### config.mk
export PLATFORM = sky130hd
export DESIGN_NAME = ipv4_header_checksum_insert
export DESIGN_NICKNAME = d
export VERILOG_FILES = /design/src/hdl/ihc_pkg.sv /design/src/hdl/ipv4_header_checksum_insert.sv /design/src/hdl/ihc_ctrl.sv /design/src/hdl/ihc_dpath.sv
export VERILOG_INCLUDE_DIRS = /design/src /design/src/hdl
export SDC_FILE = /design/constraint.sdc
export NUM_CORES = 1
export LEC_CHECK = 0
export BUFFER_PORTS_ARGS = -buffer_cell sky130_fd_sc_hd__buf_4
export CAP_MARGIN = 20
export CORE_UTILIZATION = 50
export DETAILED_ROUTE_END_ITERATION = 10
export HOLD_SLACK_MARGIN = 0.06
export PLACE_DENSITY = 0.77
export REMOVE_ABC_BUFFERS = 1
export SLEW_MARGIN = 20
export SYNTH_ARGS = -nofsm -noshare
export SYNTH_HDL_FRONTEND = slang
export SYNTH_SLANG_ARGS = --single-unit
### constraint.sdc
create_clock -name i_clk -period 13.8 [get_ports i_clk]
set_input_delay 0.69 -clock i_clk [delete_from_list [all_inputs] [get_ports i_clk]]
set_output_delay 0.69 -clock i_clk [all_outputs]
set_load 0.01 [all_outputs]
### src/hdl/ipv4_header_checksum_insert_macros.svh
// Assertion macros shared by the checksum insertion block.
// Every macro samples on i_clk and is disabled while i_rst_n is low.
`ifndef IPV4_HEADER_CHECKSUM_INSERT_MACROS_SVH
`define IPV4_HEADER_CHECKSUM_INSERT_MACROS_SVH

// Expression holds at every clock edge outside reset.
`define IHC_ASSERT_ALWAYS(label, expr, msg) \
    label: assert property (@(posedge i_clk) disable iff (!i_rst_n) (expr)) \
        else $error(msg);

// Antecedent in one cycle implies consequent in the same cycle.
`define IHC_ASSERT_IMPL(label, ante, cons, msg) \
    label: assert property (@(posedge i_clk) disable iff (!i_rst_n) (ante) |-> (cons)) \
        else $error(msg);

// Antecedent in one cycle implies consequent in the next cycle.
`define IHC_ASSERT_NEXT(label, ante, cons, msg) \
    label: assert property (@(posedge i_clk) disable iff (!i_rst_n) (ante) |=> (cons)) \
        else $error(msg);

`endif

### src/hdl/ihc_pkg.sv
// Types and constants for the IPv4 header checksum insertion block.
// No dependencies.
package ihc_pkg;

    localparam int HL_W          = 6;   // width of IHL * 4
    localparam int IHL_SHIFT     = 2;
    localparam int MIN_HDR_BYTES = 20;
    localparam int CK_HI_POS     = 10;
    localparam int CK_LO_POS     = 11;

    typedef struct packed {
        logic [7:0] data_byte;
        logic       end_of_packet;
    } t_in_item;

    typedef struct packed {
        logic [7:0]  out_byte;
        logic        out_last;
        logic        dropped;
        logic [31:0] drop_total;
    } t_out_item;

    typedef enum logic [2:0] {
        ST_FIRST,
        ST_HEADER,
        ST_PAYLOAD,
        ST_DISCARD,
        ST_FLUSH_RD,
        ST_FLUSH_WR
    } t_state;

    // controller -> datapath
    typedef struct packed {
        logic start_pkt;    // byte 0 accepted
        logic store_hdr;    // header byte 1..n accepted
        logic flush_start;  // header complete, rewind read pointer
        logic emit_byte;    // load payload byte into output register
        logic emit_drop;    // load drop report into output register
        logic emit_hdr;     // load buffered header byte into output register
        logic out_last;     // last flag for emit_byte / emit_hdr
    } t_cmd;

    // datapath -> controller
    typedef struct packed {
        logic hl_bad;       // header length of incoming byte 0 out of range
        logic hdr_done;     // byte being stored completes the header
        logic flush_last;   // header byte being emitted is the last one
        logic out_free;     // output register can take a transfer this cycle
    } t_sts;

endpackage

### src/hdl/ipv4_header_checksum_insert.sv
// Path: a payload byte is loaded into the output register by its transfer; after the last
// header byte is taken, each header byte is read from the buffer, then loaded into the output.
// Throughput: payload and header collection take one byte per cycle while the output register
// is free; the header flush holds the input while it reads and loads each header byte.
// Reset: synchronous active-low i_rst_n clears sequencer, counters and the output valid;
// the header buffer is not cleared, since every entry is written before it is read.
module ipv4_header_checksum_insert import ihc_pkg::*; #(
    parameter int MAX_HEADER_BYTES = 60
) (
    input  logic      i_clk,
    input  logic      i_rst_n,
    input  logic      i_in_valid,
    output logic      o_in_stall,
    input  t_in_item  i_in_item,
    output logic      o_out_valid,
    input  logic      i_out_stall,
    output t_out_item o_out_item
);

    t_cmd cmd;
    t_sts sts;
    logic in_ready;

    ihc_ctrl u_ctrl (
        .i_clk      (i_clk),
        .i_rst_n    (i_rst_n),
        .i_in_valid (i_in_valid),
        .i_in_eop   (i_in_item.end_of_packet),
        .i_sts      (sts),
        .o_cmd      (cmd),
        .o_in_ready (in_ready)
    );

    ihc_dpath #(
        .MAX_HEADER_BYTES (MAX_HEADER_BYTES)
    ) u_dpath (
        .i_clk       (i_clk),
        .i_rst_n     (i_rst_n),
        .i_in        (i_in_item),
        .i_cmd       (cmd),
        .i_out_stall (i_out_stall),
        .o_sts       (sts),
        .o_out_valid (o_out_valid),
        .o_out_item  (o_out_item)
    );

    assign o_in_stall = !in_ready;

endmodule

### src/hdl/ihc_ctrl.sv
// Packet sequencer for the checksum insertion block.
// Depends on ihc_pkg and the block's assertion macros.
`include "ipv4_header_checksum_insert_macros.svh"

module ihc_ctrl import ihc_pkg::*; (
    input  logic     i_clk,
    input  logic     i_rst_n,
    input  logic     i_in_valid,
    input  logic     i_in_eop,
    input  t_sts     i_sts,
    output t_cmd     o_cmd,
    output logic     o_in_ready
);

    t_state r_state, n_state;
    logic   r_eop, n_eop;   // end flag seen on the last header byte
    logic   accept;

    assign accept = i_in_valid && o_in_ready;

    always_ff @(posedge i_clk) begin
        if (!i_rst_n) begin
            r_state <= ST_FIRST;
            r_eop   <= 1'b0;
        end else begin
            r_state <= n_state;
            r_eop   <= n_eop;
        end
    end

    // next state
    always_comb begin
        n_state = r_state;
        n_eop   = r_eop;
        case (r_state)
            ST_FIRST: begin
                if (accept) begin
                    if (i_in_eop)          n_state = ST_FIRST;
                    else if (i_sts.hl_bad) n_state = ST_DISCARD;
                    else                   n_state = ST_HEADER;
                end
            end
            ST_HEADER: begin
                if (accept) begin
                    if (i_sts.hdr_done) begin
                        n_state = ST_FLUSH_RD;
                        n_eop   = i_in_eop;
                    end else if (i_in_eop) begin
                        n_state = ST_FIRST;
                    end
                end
            end
            ST_PAYLOAD: begin
                if (accept && i_in_eop) n_state = ST_FIRST;
            end
            ST_DISCARD: begin
                if (accept && i_in_eop) n_state = ST_FIRST;
            end
            ST_FLUSH_RD: begin
                n_state = ST_FLUSH_WR;
            end
            ST_FLUSH_WR: begin
                if (i_sts.out_free) begin
                    if (!i_sts.flush_last) n_state = ST_FLUSH_RD;
                    else if (r_eop)        n_state = ST_FIRST;
                    else                   n_state = ST_PAYLOAD;
                end
            end
            default: n_state = ST_FIRST;
        endcase
    end

    // outputs
    always_comb begin
        o_cmd      = '0;
        o_in_ready = 1'b0;
        case (r_state)
            ST_FIRST: begin
                o_in_ready = i_sts.out_free;
                if (accept) begin
                    o_cmd.start_pkt = 1'b1;
                    o_cmd.emit_drop = i_in_eop;
                end
            end
            ST_HEADER: begin
                o_in_ready = i_sts.out_free;
                if (accept) begin
                    o_cmd.store_hdr   = 1'b1;
                    o_cmd.flush_start = i_sts.hdr_done;
                    o_cmd.emit_drop   = !i_sts.hdr_done && i_in_eop;
                end
            end
            ST_PAYLOAD: begin
                o_in_ready = i_sts.out_free;
                if (accept) begin
                    o_cmd.emit_byte = 1'b1;
                    o_cmd.out_last  = i_in_eop;
                end
            end
            ST_DISCARD: begin
                o_in_ready = i_sts.out_free;
                if (accept) o_cmd.emit_drop = i_in_eop;
            end
            ST_FLUSH_RD: begin
                o_in_ready = 1'b0;
            end
            ST_FLUSH_WR: begin
                if (i_sts.out_free) begin
                    o_cmd.emit_hdr = 1'b1;
                    o_cmd.out_last = r_eop && i_sts.flush_last;
                end
            end
            default: o_in_ready = 1'b0;
        endcase
    end

    `IHC_ASSERT_IMPL(a_accept_needs_room, accept, i_sts.out_free, "transfer without room")
    `IHC_ASSERT_NEXT(a_flush_follows_hdr, o_cmd.flush_start, r_state == ST_FLUSH_RD, "no flush")
    `IHC_ASSERT_IMPL(a_hold_in_flush, o_cmd.emit_hdr, !o_in_ready, "input open during flush")

endmodule

### src/hdl/ihc_dpath.sv
// Header buffer, checksum accumulator, drop counter and output register.
// Depends on ihc_pkg and the block's assertion macros.
`include "ipv4_header_checksum_insert_macros.svh"

module ihc_dpath import ihc_pkg::*; #(
    parameter int MAX_HEADER_BYTES = 60
) (
    input  logic      i_clk,
    input  logic      i_rst_n,
    input  t_in_item  i_in,
    input  t_cmd      i_cmd,
    input  logic      i_out_stall,
    output t_sts      o_sts,
    output logic      o_out_valid,
    output t_out_item o_out_item
);

    localparam int AW = $clog2(MAX_HEADER_BYTES);
    localparam int PW = $clog2(MAX_HEADER_BYTES + 1);
    localparam int CW = ((PW > HL_W) ? PW : HL_W) + 1;

    logic [7:0]      r_hdr_mem [MAX_HEADER_BYTES];
    logic [7:0]      r_rd_data;
    logic [AW-1:0]   r_rd_idx;
    logic [PW-1:0]   r_pos;
    logic [HL_W-1:0] r_hl;
    logic [15:0]     r_sum, n_sum;
    logic [7:0]      r_pend;
    logic [31:0]     r_drop, n_drop;
    logic            r_out_valid;
    t_out_item       r_out;

    logic [HL_W-1:0] hl_in;
    logic [15:0]     word;
    logic [16:0]     sum_ext;
    logic [15:0]     ck;
    logic [7:0]      hdr_byte;
    logic            load;
    logic [2:0]      loads;

    assign hl_in = HL_W'(i_in.data_byte[3:0]) << IHL_SHIFT;

    assign o_sts.hl_bad     = (hl_in < HL_W'(MIN_HDR_BYTES)) ||
                              (CW'(hl_in) > CW'(MAX_HEADER_BYTES));
    assign o_sts.hdr_done   = (CW'(r_pos) + CW'(1)) >= CW'(r_hl);
    assign o_sts.flush_last = (CW'(r_rd_idx) + CW'(1)) >= CW'(r_hl);
    assign o_sts.out_free   = !r_out_valid || !i_out_stall;

    // ones' complement add with end-around carry; checksum field counts as zero
    assign word    = (r_pos == PW'(CK_LO_POS)) ? 16'h0000 : {r_pend, i_in.data_byte};
    assign sum_ext = {1'b0, r_sum} + {1'b0, word};
    assign n_sum   = sum_ext[15:0] + {15'b0, sum_ext[16]};
    assign ck      = ~r_sum;

    assign n_drop = (r_drop == 32'hFFFF_FFFF) ? r_drop : r_drop + 32'd1;

    always_comb begin
        if (r_rd_idx == AW'(CK_HI_POS))      hdr_byte = ck[15:8];
        else if (r_rd_idx == AW'(CK_LO_POS)) hdr_byte = ck[7:0];
        else                                 hdr_byte = r_rd_data;
    end

    assign loads = {i_cmd.emit_byte, i_cmd.emit_drop, i_cmd.emit_hdr};
    assign load  = |loads;

    // header buffer
    always_ff @(posedge i_clk) begin
        if (i_cmd.start_pkt)      r_hdr_mem[0]            <= i_in.data_byte;
        else if (i_cmd.store_hdr) r_hdr_mem[r_pos[AW-1:0]] <= i_in.data_byte;
        r_rd_data <= r_hdr_mem[r_rd_idx];
    end

    always_ff @(posedge i_clk) begin
        if (!i_rst_n) begin
            r_pos       <= '0;
            r_rd_idx    <= '0;
            r_drop      <= '0;
            r_out_valid <= 1'b0;
        end else begin
            if (i_cmd.start_pkt)      r_pos <= PW'(1);
            else if (i_cmd.store_hdr) r_pos <= r_pos + PW'(1);

            if (i_cmd.flush_start)                        r_rd_idx <= '0;
            else if (i_cmd.emit_hdr && !o_sts.flush_last) r_rd_idx <= r_rd_idx + AW'(1);

            if (i_cmd.emit_drop) r_drop <= n_drop;

            if (load)              r_out_valid <= 1'b1;
            else if (!i_out_stall) r_out_valid <= 1'b0;
        end
    end

    always_ff @(posedge i_clk) begin
        if (i_cmd.start_pkt) begin
            r_hl   <= hl_in;
            r_sum  <= '0;
            r_pend <= i_in.data_byte;
        end else if (i_cmd.store_hdr) begin
            if (r_pos[0]) r_sum  <= n_sum;
            else          r_pend <= i_in.data_byte;
        end

        if (i_cmd.emit_drop) begin
            r_out.out_byte   <= 8'h00;
            r_out.out_last   <= 1'b1;
            r_out.dropped    <= 1'b1;
            r_out.drop_total <= n_drop;
        end else if (i_cmd.emit_hdr) begin
            r_out.out_byte   <= hdr_byte;
            r_out.out_last   <= i_cmd.out_last;
            r_out.dropped    <= 1'b0;
            r_out.drop_total <= r_drop;
        end else if (i_cmd.emit_byte) begin
            r_out.out_byte   <= i_in.data_byte;
            r_out.out_last   <= i_cmd.out_last;
            r_out.dropped    <= 1'b0;
            r_out.drop_total <= r_drop;
        end
    end

    assign o_out_valid = r_out_valid;
    assign o_out_item  = r_out;

    `IHC_ASSERT_ALWAYS(a_one_load, $onehot0(loads), "conflicting output loads")
    `IHC_ASSERT_IMPL(a_rd_in_header, i_cmd.emit_hdr, CW'(r_rd_idx) < CW'(r_hl), "read past header")
    `IHC_ASSERT_NEXT(a_drop_monotonic, i_rst_n, r_drop >= $past(r_drop), "drop count fell")

endmodule

Word level (Yosys, flattened, before mapping)
Memory sizes are Yosys's and may differ from the RTL's. A register that Yosys moved wholly into a read port is not among the register bits. Cells that the tools add are included.

Logic and storage cells: 116. Memories: 1. Output and inout port bits: 44. Bits of input ports: 13. Bits in writable memories: 480. Register bits: 119.

Memory list: u_dpath.r_hdr_mem (depth 60, bits a word 8, rd ports 1, clocked after memory_dff 1, write ports 1, RTL line ihc_dpath.sv:22) `logic [7:0] r_hdr_mem [MAX_HEADER_BYTES];`.

Add/sub/neg operators: 7. Mux-type cells: 45. Bitwise logic cells: 2. Reductions and logical operators: 27. Equality and inequality tests: 16. Order comparisons: 4.

Operators with widths (count): $mux 42 (2); $mux 32 (2); $mux 8 (6); $add 32x1->32 const B (1); $eq 32x32->1 const B (1); $mux 3 (8); $eq 6x4->1 const B (3); $add 16x16->17 (1); $mux 1 (17); $add 16x1->16 (1); $mux 16 (1); $not 16->16 (1); $pmux 3 s5 (1); $add 6x1->7 const B (2); $ge 7x6->1 (2); $add 6x1->6 const B (2); $mux 2 (5); $ne 2x1->1 const B (4); $reduce_or 2->1 (4); $reduce_or 8->1 (1); $eq 3x2->1 const B (2); $eq 3x3->1 const B (2); $gt 6x6->1 const B (1); $lt 6x5->1 const B (1); other kinds (17) (30).

Logic depth before layout (Yosys ltp)
Word-level depth: 11. Mapped depth: 23. Gate-level depth less buffers: 21.

Modules after synthesis
A second synthesis with hierarchy kept.

Cells, all modules: 1468. Area, all modules: 25200.4 um2.

By module, submodules not included: ihc_dpath (cells each 1429, instances 1, sequential area each 17316.6 um2, area each 24868.9 um2); ihc_ctrl (cells each 38, instances 1, sequential area each 80.1 um2, area each 327.8 um2); ipv4_header_checksum_insert (cells each 1, instances 1, sequential area each 0.0 um2, area each 3.8 um2).

Worst setup path before layout
No wires, ideal clock.

Kind: flip-flop to flip-flop. From: register u_dpath.r_pos[3]. To: register u_dpath.r_sum[15]. Data required time: 13667 ps. Path slack: 9044 ps. Library setup time: 133 ps. Stages on the path, launching flop included: 23. Buffers on the path: 2. Clock period less this slack: 4756 ps. Arrival time: 4623 ps. Path through: dfxtp_1 -> clkbuf_1 -> nand2b_1 -> or4b_2 -> clkbuf_1 -> and2_1 -> fa_1 -> a211oi_1 -> o21ai_0 -> o311ai_0 -> nand2_1 -> a21o_1 -> a21oi_1 -> o21bai_1 -> a21o_1 -> ha_1 -> nand3_1 -> inv_1 -> nand3_1 -> nor4_1 -> and4b_1 -> xnor2_1 -> a21oi_1.

Word-level cells in the longest chain between the ends: 4.

Ends and longest elaborated chain: start, declared (RTL line ihc_dpath.sv:25) `logic [PW-1:0] r_pos;`; start signal, assigned (RTL line ihc_dpath.sv:81) `else if (i_cmd.store_hdr) r_pos <= r_pos + PW'(1);`; $eq 6x4->1 (RTL line ihc_dpath.sv:50) `assign word = (r_pos == PW'(CK_LO_POS)) ? 16'h0000 : {r_pend, i_in.data_byte};`; $mux 16 (RTL line ihc_dpath.sv:50); $add 16x16->17 (RTL line ihc_dpath.sv:51) `assign sum_ext = {1'b0, r_sum} + {1'b0, word};`; $add 16x1->16 (RTL line ihc_dpath.sv:52) `assign n_sum = sum_ext[15:0] + {15'b0, sum_ext[16]};`; end signal, assigned (RTL line ihc_dpath.sv:99) `if (r_pos[0]) r_sum <= n_sum;`; end, declared (RTL line ihc_dpath.sv:27) `logic [15:0] r_sum, n_sum;`.

No other way between the ends. A chain may end at the register's enable or synchronous reset.

Worst setup path after layout
From: register u_dpath.r_pos[0]. To: register u_dpath.r_sum[15].

Word-level cells in the longest chain between the ends: 4. Elaborated cells between the ends (all ways): 5. Classes of those cells: add/sub (2); eq/ne (1); mux (1); reduce/logical (1).

Ends and longest elaborated chain (RTL line): $eq 6x4->1 (ihc_dpath.sv:50); $mux 16 (ihc_dpath.sv:50); $add 16x16->17 (ihc_dpath.sv:51); $add 16x1->16 (ihc_dpath.sv:52).

Parallel ways exist; a longest one is shown, timed or not.

==> results.toml <==
[floorplanning]
core-area_sq_mm = 0.0493
dieArea_sq_mm = 0.0512
io_pins = 57
initial_utilization_pct = 51.1
die_h_um = 226
die_w_um = 226
fp-row-count = 81

[clock_tree]
clk_pin_slew_ps = 70
insertion_delay_ps = 630
cts_sinks = 607
cts_hold_buffers = 0
cts_root_buffer = "clkbuf_16"
cts_buffers = 56
ctsLongestPathBuffers = 3
cts_setup_buffers = 0
cts_max_level = 2
cts_resized = 0
cts_tree = "yes"

[sta]
min_period_over_period_pct = 40.0
relSlewSlack_pct = 31.0
worst_clock_skew_ps = 20.3
rsz0062_at_grt = "no"
finalMaxSlewViolations = 0
worst_slew_pin_slew_ps = 1040
setup_viol = 0
hold_viol_final = 0
tns_ps = 0
finalCriticalPeriod_ps = 5530
max_freq_mhz = 181

[power]
cellPowerDensity_mw_per_mm2 = 134
peakVddDrop_mv = 0.134
leakage_nw = 9.07

[synthesis]
ys.flop_type = "edfxtp_1"
synthCells = 1497
synth_seq_area_share_pct = 69.1
synth-async-reset-ratio_pct = 0
synth_area_leaders = "edfxtp_1, mux4_2, dfxtp_1"
yosys.cell_types.count = 56
synth_top_area_cell = "edfxtp_1"
yosysMostFrequentCell = "edfxtp_1"
yosys_warnings = 0
ys_top_cells_by_count = "edfxtp_1, mux4_2, nor2_1, nand2_1, dfxtp_1"
synth_edf_count = 524
synth_seq_cells = 607
syn_area_per_cell_sq_um = 16.8
yosys.area.top_type_share_pct = 62.5
synth.cell_area_sq_mm = 0.0252

[global_routing]
grtUsageTotal_pct = 22.3
grt_max_degree = 71
grt_pass1_wl_um = 84100
antenna_found_initial = 0
first_global_vias = 13600
gr-total-overflow = 0

[placement]
place_area_sq_mm = 0.0262
place_hpwl_um = 33200
gp_congestion = 0.920
io_buffers = 56

[run]
drv_cap = 0

[outcome]
status = "finished clean"

[setup_path]
path_max_fanout = 16
critical_path_arrival_ps = 5990
crit_path_end_kind = "register"
cp_data_required_time_ps = 14260
crit_path_start_kind = "register"
crit_type = "register to register"

[final_layout]
nFillCells = 3647
drive_gt1_share_pct = 19.9
area_growth_syn_to_layout_pct = 11.6
nets = 1600
n_antenna_cell = 0
design_area_sq_mm = 0.0281

[route]
wire_per_inst_um = 24.6
viasPerCell = 6.06
dr.pass1.iters = 6
drt_iter0_drc = 1549
drt_wl_total_um = 55800
num_vias = 13700
antenna_left = 0
drc = 0

[hold_path]
worstHoldPathType = "input pin to register"
[per-stage QoR]
step / instances / hold WS (ps) / power, mW / util, % / worst slack, ps
floorplan: 1428 / 446 / 2.17 / - / 6420
global placement: 2158 / 469 / 2.24 / 53.2 / 8540
detailed placement: 2158 / 476 / 2.25 / 53.2 / 8340
CTS: 2264 / 361 / 3.78 / 57.0 / 8350
global route: 2265 / 397 / 3.86 / 57.0 / 7840
finish: 2265 / 382 / 3.76 / 57.0 / 8270
[report_power, final]
| part | total, mW | switching, mW | leakage, nW | internal [mW] |
|---|---|---|---|---|
| clock network | 1.55 | 0.683 | 0.901 | 0.871 |
| registers | 2.03 | 0.0153 | 5.42 | 2.01 |
| logic | 0.180 | 0.119 | 2.75 | 0.0614 |
[metal layers]
metal / global-route usage, % / part of all wire (%) / vias to the layer above
met1: 30.8 / 40 / 6907
met4: 8.13 / 3.4 / 0
met2: 35.1 / 48 / 699
met3: 4.61 / 9.0 / 137
met5: 0 / 0 / -
li1: - / - / 5988
[cell type report]
cell class | instances | area (sq um) | share of cell area, %
Clock buffer | 71 | 1510 | 5.37
Clock inverter | 35 | 339 | 1.21
Inverter | 20 | 75.1 | 0.267
Multi-Input combinational cell | 801 | 7410 | 26.4
Sequential cell | 607 | 17400 | 62.0
Tap cell | 664 | 831 | 2.96
Timing Repair Buffer | 67 | 523 | 1.86
[registers in the layout (all words and copies together), names as in the netlist]
name,flops
u_dpath.o_out_valid,1
u_dpath.r_pend,8
u_ctrl.r_eop,1
u_dpath.r_hdr_mem,480
u_dpath.r_sum,16
u_dpath.r_rd_data,8
u_dpath.r_rd_idx,6
u_ctrl.r_state,3
u_dpath.r_hl,4
u_dpath.o_out_item,42
u_dpath.r_drop,32
u_dpath.r_pos,6
[logic make-up after synthesis]
logic type | after synthesis | synth area share [%]
buf+inv | 89 | 1.42
fa+ha+maj | 34 | 1.72
simple gates | 393 | 7.49
flops | 607 | 69.1
mux | 169 | 14.3
compound gates | 132 | 3.41
xor+xnor | 73 | 2.54
[worst paths after layout]
kind	slack (ps)	to	start	cells after the start
max reg2reg	8270	u_dpath.r_sum[15]$_SDFFE_PP0P_	u_dpath.r_pos[0]$_SDFFE_PN0P_	21
min	380	u_dpath.o_out_item[33]$_SDFFE_PN1P_	i_in_item[0]	3
max	8270	u_dpath.r_sum[15]$_SDFFE_PP0P_	u_dpath.r_pos[0]$_SDFFE_PN0P_	21
min reg2reg	480	u_dpath.o_out_item[32]$_SDFFE_PN1P_	u_dpath.o_out_item[32]$_SDFFE_PN1P_	2
[cell usage in the layout, fill, tap and decap left out, drive strengths merged, types with 3 or more instances in the layout]
cell / n
dfxtp: 83
a2111oi: 3
nand4: 10
inv: 20
nor3: 27
and4: 4
a31oi: 7
clkbuf: 71
and2: 42
o21a: 4
a211oi: 21
mux2i: 16
ha: 33
a21o: 7
edfxtp: 524
buf: 67
xor2: 43
or3: 5
nand2: 95
clkinv: 28
xnor2: 30
nand2b: 15
nor2b: 8
a311oi: 8
o21ai: 32
nor4: 8
a21oi: 32
and3: 7
o211ai: 5
nand3: 34
mux4: 152
nor2: 124
bufinv: 5
[worst max-delay path: stages (launching register included)]
cell and delay [ps]:
dfxtp_1 500, ha_1 280, or4b_2 760, and2_1 240
ha_1 210, fa_1 430, a211oi_1 360, o21ai_0 260
o311ai_0 410, nand2_1 170, a21o_1 210, a21oi_1 140
o21bai_1 70, a21o_1 220, ha_1 220, nand3_1 90
inv_1 70, nand3_1 180, nor4_1 80, and4b_1 240
xnor2_1 150, a21oi_1 80
Note: power is estimated with default switching activity, not from simulation.
